==> src/sv/dsli_pkg.sv <==
// Package for the descending sorted list insert block.
// Holds table sizing, status codes, the entry word type and the sequencer states.
// No dependencies.
package dsli_pkg;

    localparam int TABLE_DEPTH = 16;
    localparam int IDX_W       = $clog2(TABLE_DEPTH);
    localparam int CNT_W       = $clog2(TABLE_DEPTH + 1);
    localparam int ID_W        = 20;
    localparam int DEG_W       = 16;
    localparam int SLOT_W      = 4;
    localparam int STATUS_W    = 3;
    localparam int POS_W       = 5;

    localparam logic [STATUS_W-1:0] ST_INSERTED   = 3'd0;
    localparam logic [STATUS_W-1:0] ST_DUPLICATE  = 3'd1;
    localparam logic [STATUS_W-1:0] ST_REFUSED    = 3'd2;
    localparam logic [STATUS_W-1:0] ST_READ_OK    = 3'd3;
    localparam logic [STATUS_W-1:0] ST_READ_EMPTY = 3'd4;

    localparam logic MODE_INSERT = 1'b0;

    typedef struct packed {
        logic [DEG_W-1:0] degree;
        logic [ID_W-1:0]  id;
    } entry_t;

    localparam int ENTRY_W = $bits(entry_t);

    typedef enum logic [2:0] {
        S_IDLE,
        S_SCAN_RD,
        S_SCAN_CMP,
        S_SHIFT_RD,
        S_SHIFT_WR,
        S_READ_WAIT,
        S_DONE
    } state_t;

endpackage

==> src/sv/dsli_ram.sv <==
// Generic single-write, single-read RAM with registered read data.
// Width and depth come from parameters; no package dependencies.
module dsli_ram #(
    parameter int WIDTH = 8,
    parameter int DEPTH = 16
) (
    input  logic                     aclk,
    input  logic                     we,
    input  logic [$clog2(DEPTH)-1:0] waddr,
    input  logic [WIDTH-1:0]         wdata,
    input  logic [$clog2(DEPTH)-1:0] raddr,
    output logic [WIDTH-1:0]         rdata
);

    logic [WIDTH-1:0] mem [DEPTH];

    always_ff @(posedge aclk) begin
        if (we) begin
            mem[waddr] <= wdata;
        end
        rdata <= mem[raddr];
    end

endmodule

==> src/sv/descending_sorted_list_insert.sv <==
// Top level of the descending sorted list insert block.
// Uses dsli_pkg and one dsli_ram instance holding the (id, degree) table.
//
//  channel | direction | tdata (low bit up)                          | tuser
//  s_      | in        | item_id, item_degree, slot (40 bits)        | mode
//  m_      | out       | position, entry_count, read_id, read_degree | status
//
// One word at a time through a sequencer around the table RAM (one read port,
// one write port, one compare unit). An insert scans down from the top for its
// place and then moves the entries below it down one slot each before writing;
// a duplicate id stops the scan, and running off the end of a full table refuses it.
// Reset empties the table at once (count to zero), no clearing pass.
// The result register holds while m_tready is low; s_tready is high only when
// the sequencer is idle.
module descending_sorted_list_insert
    import dsli_pkg::*;
(
    input  logic        aclk,
    input  logic        aresetn,
    input  logic        s_tvalid,
    output logic        s_tready,
    input  logic [39:0] s_tdata,   // item_id[19:0], item_degree[35:20], slot[39:36]
    input  logic        s_tuser,   // mode
    output logic        m_tvalid,
    input  logic        m_tready,
    output logic [47:0] m_tdata,   // position[4:0], entry_count[9:5], read_id[29:10],
                                   // read_degree[45:30], zero fill
    output logic [2:0]  m_tuser    // status
);

    state_t               state_reg, state_next;
    logic [CNT_W-1:0]     count_reg, count_next;
    logic [CNT_W-1:0]     k_reg, k_next;
    logic [ID_W-1:0]      id_reg, id_next;
    logic [DEG_W-1:0]     deg_reg, deg_next;
    logic [STATUS_W-1:0]  res_status_reg, res_status_next;
    logic [POS_W-1:0]     res_pos_reg, res_pos_next;
    entry_t               res_entry_reg, res_entry_next;
    logic                 m_tvalid_reg, m_tvalid_next;
    logic [STATUS_W-1:0]  m_status_reg, m_status_next;
    logic [POS_W-1:0]     m_pos_reg, m_pos_next;
    logic [CNT_W-1:0]     m_count_reg, m_count_next;
    entry_t               m_entry_reg, m_entry_next;

    logic                 ram_we;
    logic [IDX_W-1:0]     ram_waddr;
    entry_t               ram_wdata;
    logic [IDX_W-1:0]     ram_raddr;
    entry_t               ram_rdata;

    logic [ID_W-1:0]      s_id;
    logic [DEG_W-1:0]     s_deg;
    logic [SLOT_W-1:0]    s_slot;
    logic [CNT_W-1:0]     last_idx;
    logic                 out_free;

    assign s_id   = s_tdata[19:0];
    assign s_deg  = s_tdata[35:20];
    assign s_slot = s_tdata[39:36];

    assign last_idx = (count_reg < CNT_W'(TABLE_DEPTH)) ? count_reg
                                                        : CNT_W'(TABLE_DEPTH - 1);
    assign out_free = !m_tvalid_reg || m_tready;

    dsli_ram #(
        .WIDTH (ENTRY_W),
        .DEPTH (TABLE_DEPTH)
    ) u_table (
        .aclk  (aclk),
        .we    (ram_we),
        .waddr (ram_waddr),
        .wdata (ram_wdata),
        .raddr (ram_raddr),
        .rdata (ram_rdata)
    );

    always_comb begin
        state_next      = state_reg;
        count_next      = count_reg;
        k_next          = k_reg;
        id_next         = id_reg;
        deg_next        = deg_reg;
        res_status_next = res_status_reg;
        res_pos_next    = res_pos_reg;
        res_entry_next  = res_entry_reg;
        m_tvalid_next   = m_tvalid_reg;
        m_status_next   = m_status_reg;
        m_pos_next      = m_pos_reg;
        m_count_next    = m_count_reg;
        m_entry_next    = m_entry_reg;
        ram_we          = 1'b0;
        ram_waddr       = k_reg[IDX_W-1:0];
        ram_wdata       = ram_rdata;
        ram_raddr       = k_reg[IDX_W-1:0];
        s_tready        = 1'b0;

        if (m_tvalid_reg && m_tready) begin
            m_tvalid_next = 1'b0;
        end

        unique case (state_reg)
            S_IDLE: begin
                s_tready  = 1'b1;
                ram_raddr = s_slot[IDX_W-1:0];
                if (s_tvalid) begin
                    id_next        = s_id;
                    deg_next       = s_deg;
                    k_next         = '0;
                    res_entry_next = '0;
                    if (s_tuser == MODE_INSERT) begin
                        state_next = S_SCAN_RD;
                    end else begin
                        res_pos_next = POS_W'(s_slot);
                        if (CNT_W'(s_slot) < count_reg) begin
                            res_status_next = ST_READ_OK;
                            state_next      = S_READ_WAIT;
                        end else begin
                            res_status_next = ST_READ_EMPTY;
                            state_next      = S_DONE;
                        end
                    end
                end
            end
            S_READ_WAIT: begin
                res_entry_next = ram_rdata;
                state_next     = S_DONE;
            end
            S_SCAN_RD: begin
                if (k_reg == count_reg) begin
                    if (count_reg == CNT_W'(TABLE_DEPTH)) begin
                        res_status_next = ST_REFUSED;
                        res_pos_next    = POS_W'(TABLE_DEPTH);
                        state_next      = S_DONE;
                    end else begin
                        res_pos_next = POS_W'(count_reg);
                        k_next       = last_idx;
                        state_next   = S_SHIFT_RD;
                    end
                end else begin
                    state_next = S_SCAN_CMP;
                end
            end
            S_SCAN_CMP: begin
                if (ram_rdata.id == id_reg) begin
                    res_status_next = ST_DUPLICATE;
                    res_pos_next    = POS_W'(k_reg);
                    state_next      = S_DONE;
                end else if (ram_rdata.degree <= deg_reg) begin
                    res_pos_next = POS_W'(k_reg);
                    k_next       = last_idx;
                    state_next   = S_SHIFT_RD;
                end else begin
                    k_next     = k_reg + CNT_W'(1);
                    state_next = S_SCAN_RD;
                end
            end
            S_SHIFT_RD: begin
                if (POS_W'(k_reg) == res_pos_reg) begin
                    ram_we          = 1'b1;
                    ram_wdata       = '{degree: deg_reg, id: id_reg};
                    res_status_next = ST_INSERTED;
                    if (count_reg != CNT_W'(TABLE_DEPTH)) begin
                        count_next = count_reg + CNT_W'(1);
                    end
                    state_next = S_DONE;
                end else begin
                    ram_raddr  = IDX_W'(k_reg - CNT_W'(1));
                    state_next = S_SHIFT_WR;
                end
            end
            S_SHIFT_WR: begin
                ram_we     = 1'b1;
                k_next     = k_reg - CNT_W'(1);
                state_next = S_SHIFT_RD;
            end
            S_DONE: begin
                if (out_free) begin
                    m_tvalid_next = 1'b1;
                    m_status_next = res_status_reg;
                    m_pos_next    = res_pos_reg;
                    m_count_next  = count_reg;
                    m_entry_next  = res_entry_reg;
                    state_next    = S_IDLE;
                end
            end
            default: begin
                state_next = S_IDLE;
            end
        endcase
    end

    always_ff @(posedge aclk) begin
        if (!aresetn) begin
            state_reg    <= S_IDLE;
            count_reg    <= '0;
            m_tvalid_reg <= 1'b0;
        end else begin
            state_reg    <= state_next;
            count_reg    <= count_next;
            m_tvalid_reg <= m_tvalid_next;
        end
    end

    always_ff @(posedge aclk) begin
        k_reg          <= k_next;
        id_reg         <= id_next;
        deg_reg        <= deg_next;
        res_status_reg <= res_status_next;
        res_pos_reg    <= res_pos_next;
        res_entry_reg  <= res_entry_next;
        m_status_reg   <= m_status_next;
        m_pos_reg      <= m_pos_next;
        m_count_reg    <= m_count_next;
        m_entry_reg    <= m_entry_next;
    end

    assign m_tvalid = m_tvalid_reg;
    assign m_tuser  = m_status_reg;
    assign m_tdata  = {2'b00, m_entry_reg.degree, m_entry_reg.id, m_count_reg, m_pos_reg};

endmodule

==> config.mk <==
export PLATFORM = sky130hd
export DESIGN_NAME = descending_sorted_list_insert
export DESIGN_NICKNAME = d
export VERILOG_FILES = /design/src/sv/dsli_pkg.sv /design/src/sv/dsli_ram.sv /design/src/sv/descending_sorted_list_insert.sv
export SDC_FILE = /design/constraint.sdc
export NUM_CORES = 1
export LEC_CHECK = 0
export ABC_AREA = 1
export BUFFER_PORTS_ARGS = -buffer_cell sky130_fd_sc_hd__buf_4
export CAP_MARGIN = 20
export CORE_MARGIN = 2
export CORE_UTILIZATION = 30
export DETAILED_ROUTE_END_ITERATION = 16
export SETUP_SLACK_MARGIN = 0.3
export SKIP_CTS_REPAIR_TIMING = 1
export SLEW_MARGIN = 20
export SYNTH_ARGS = -nofsm -noshare
export SYNTH_HDL_FRONTEND = slang
export SYNTH_SLANG_ARGS = --single-unit
==> constraint.sdc <==
create_clock -name aclk -period 7.3 [get_ports aclk]
set_input_delay 1.46 -clock aclk [delete_from_list [all_inputs] [get_ports aclk]]
set_output_delay 1.46 -clock aclk [all_outputs]
set_load 0.1 [all_outputs]
==> reports/results.ini <==
[placement]
dpl.hpwl_mm=42.01
place_area_sq_um=34560
gp_congestion=0.8241
post-place-cells=4367
io_buffers=95

[route]
routed-wl-met3_mm=5.716
met2_length_mm=40.34
drt_pre_antenna_iters=5
postRouteAntennaNets=0
drc=0
highest_layer=met5
viasPerCell=4.743
drt-total-wl_mm=83.69
wl_per_cell_um=18.57
dr_total_vias=21370
wl_met1_mm=35.77
drtIter0Drc=2108

[final_layout]
stdcell_area_sq_um=36950
areaGrowthSynthToFinish_pct=14.88
final_cell_mix=nand2_1, edfxtp_1, nand3_1
top_register=u_table.mem
final_nets=3113
drive_gt1_share_pct=9.990
num_antenna_cells=0
layout_commonest_cell=nand2_1
finalNonFillerCells=4506
largest_register_ffs=576

[logic_synthesis]
synthFlopType=edfxtp_1
yosys_warnings=0
async_reset_ff_share_pct=0
seq_area_frac_synth_pct=69.08
syn_area_per_cell_sq_um=10.86
synth_cells=2961
synth_edf_count=710
syn_area_sq_um=32170
synthDistinctLibCells=39
synth_seq_cells=755

[clock_network]
path_clk_slew_ns=0.06
clkSinkCount=755
cts_buffers=76
clock_latency_ns=0.62
clock-root-buffer=clkbuf_16
clockBufferDepth=3
cts_tree=done
h-tree-depth=3

[worst_setup_path]
cp-end-kind=flip-flop
reg2regPathDepth=15
timing.rr.end=u_table.rdata[24]
crit_type=flip-flop to flip-flop
rrSetupSlack_ns=2.92
startpoint_type=flip-flop
path_max_fanout=166
r2r-start=k_reg[2]
critical_path_arrival_ns=4.94
cp.required_ns=7.86

[die]
start_util_pct=30.13
io_pins=98
die_w_um=331.5
core_area_sq_um=106800
chipHeight_um=331.5
rows=120
dieArea_sq_um=109900

[sta]
setup_viol=0
slew_viol_final=0
grt_setup_unrepaired=false
max_freq_ghz=0.2283
worst_pin_slew_ns=1.098
fin_tns_setup_ns=0
finClkSkew_ns=0.02003
hold_viol_final=0
period_needed_ns=4.380
timing.max_slew.rel_slack_pct=26.79
timing.final.crit_share_pct=59.99
fin_hold_ws_ns=0.4178

[hold_path]
min_from=res_entry_reg[9]
hold_depth=0
min_to=m_tdata[19]
hp-class=flip-flop to flip-flop

[grt]
grt_pass1_vias=19990
gr-usage-all-layers_pct=14.86
gr-total-overflow=0
grt_first_pass_wirelength_mm=125.6
antenna_found_initial=4
grt_max_degree=205

[power]
power_mw=16.00
vdd_drop_max_mv=0.4940
pwr_density_cell_nw_per_um2=432.9
leakage_nw=14.81

[run_status]
outcome=completed

[job]
drv_cap=0

metal layers:
metal,track usage (%),vias up
met5,0,-
met4,4.459,6
met3,2.011,148
met2,25.03,799
met1,19.94,10270
li1,-,10150
worst max path at each step:
stage,start,to,slack (ns)
floorplan,s_tvalid,res_entry_reg[0],2.75
global placement,k_reg[2],u_table.rdata[24],2.91
detailed placement,k_reg[2],u_table.rdata[24],2.88
CTS,k_reg[2],u_table.rdata[14],2.86
global route,k_reg[2],u_table.rdata[23],2.47
finish,k_reg[2],u_table.rdata[24],2.92
cells in the mapped netlist (4+ instances only):
cell,instances,area share (%)
xor2_1,10,0.27
o21ai_0,50,0.78
o221ai_1,4,0.11
clkbuf_1,39,0.46
nand3_1,666,10
buf_1,8,0.093
nand2_1,725,8.5
inv_2,9,0.11
a21oi_1,18,0.28
nor2_1,79,0.92
dfxtp_1,45,2.8
nor3_1,12,0.19
o211ai_1,6,0.14
edfxtp_1,710,66
inv_1,388,4.5
nand4_1,11,0.21
ha_1,26,1.0
buf_4,20,0.47
buf_2,91,1.4
xnor2_1,15,0.41
worst max-delay path, cell delays in order (launching register included):
cell	delay, ns
edfxtp_1	0.63
inv_2	0.13
nand2_1	0.08
nand2_1	0.06
nor2_2	0.17
nand4_4	0.46
nand2_4	0.28
nand2_8	0.36
nand2_8	0.79
buf_12	0.63
nand2_1	0.11
nand2_1	0.10
nand2_1	0.06
nand3_1	0.12
nand3_1	0.10
nand2_1	0.11
report_power, final:
part | total [mW] | internal (mW) | switching, mW
Clock | 3.76 | 2.15 | 1.61
Sequential | 6.01 | 5.75 | 0.267
Combinational | 6.22 | 1.69 | 4.53
Total | 16.0 | 9.59 | 6.40
cell families (layout without fill, tap and decap cells):
family                   count (synthesis)  in the layout  share of synthesized area, %
other                                    1              2                       0.01166
XOR/XNOR                                25             25                        0.6807
AO/OA/AOI/OAI                           86             86                         1.494
flip-flops                             755            755                         69.08
AND/OR/NAND/NOR                       1507           1507                         20.54
buffers and inverters                  561            702                         7.188
adder cells (fa/ha/maj)                 26             26                         1.011
per-stage QoR:
| stage | setup slack [ns] | util (%) |
|---|---|---|
| floorplan | 2.754 | - |
| global placement | 2.909 | 32.38 |
| detailed placement | 2.877 | 32.38 |
| CTS | 2.857 | 34.61 |
| global route | 2.474 | 34.62 |
| finish | 2.920 | 34.62 |
layout make-up:
cell class | instances | area [sq um]
clock inverters | 26 | 230.2
flip-flops and latches | 755 | 22220
inverters | 401 | 1515
clock buffers | 113 | 2152
repair buffers | 162 | 1266
well taps | 1403 | 1755
multi-input cells | 1646 | 7814
fillers | 10510 | 69800
Power figures use the tool's default switching activity.
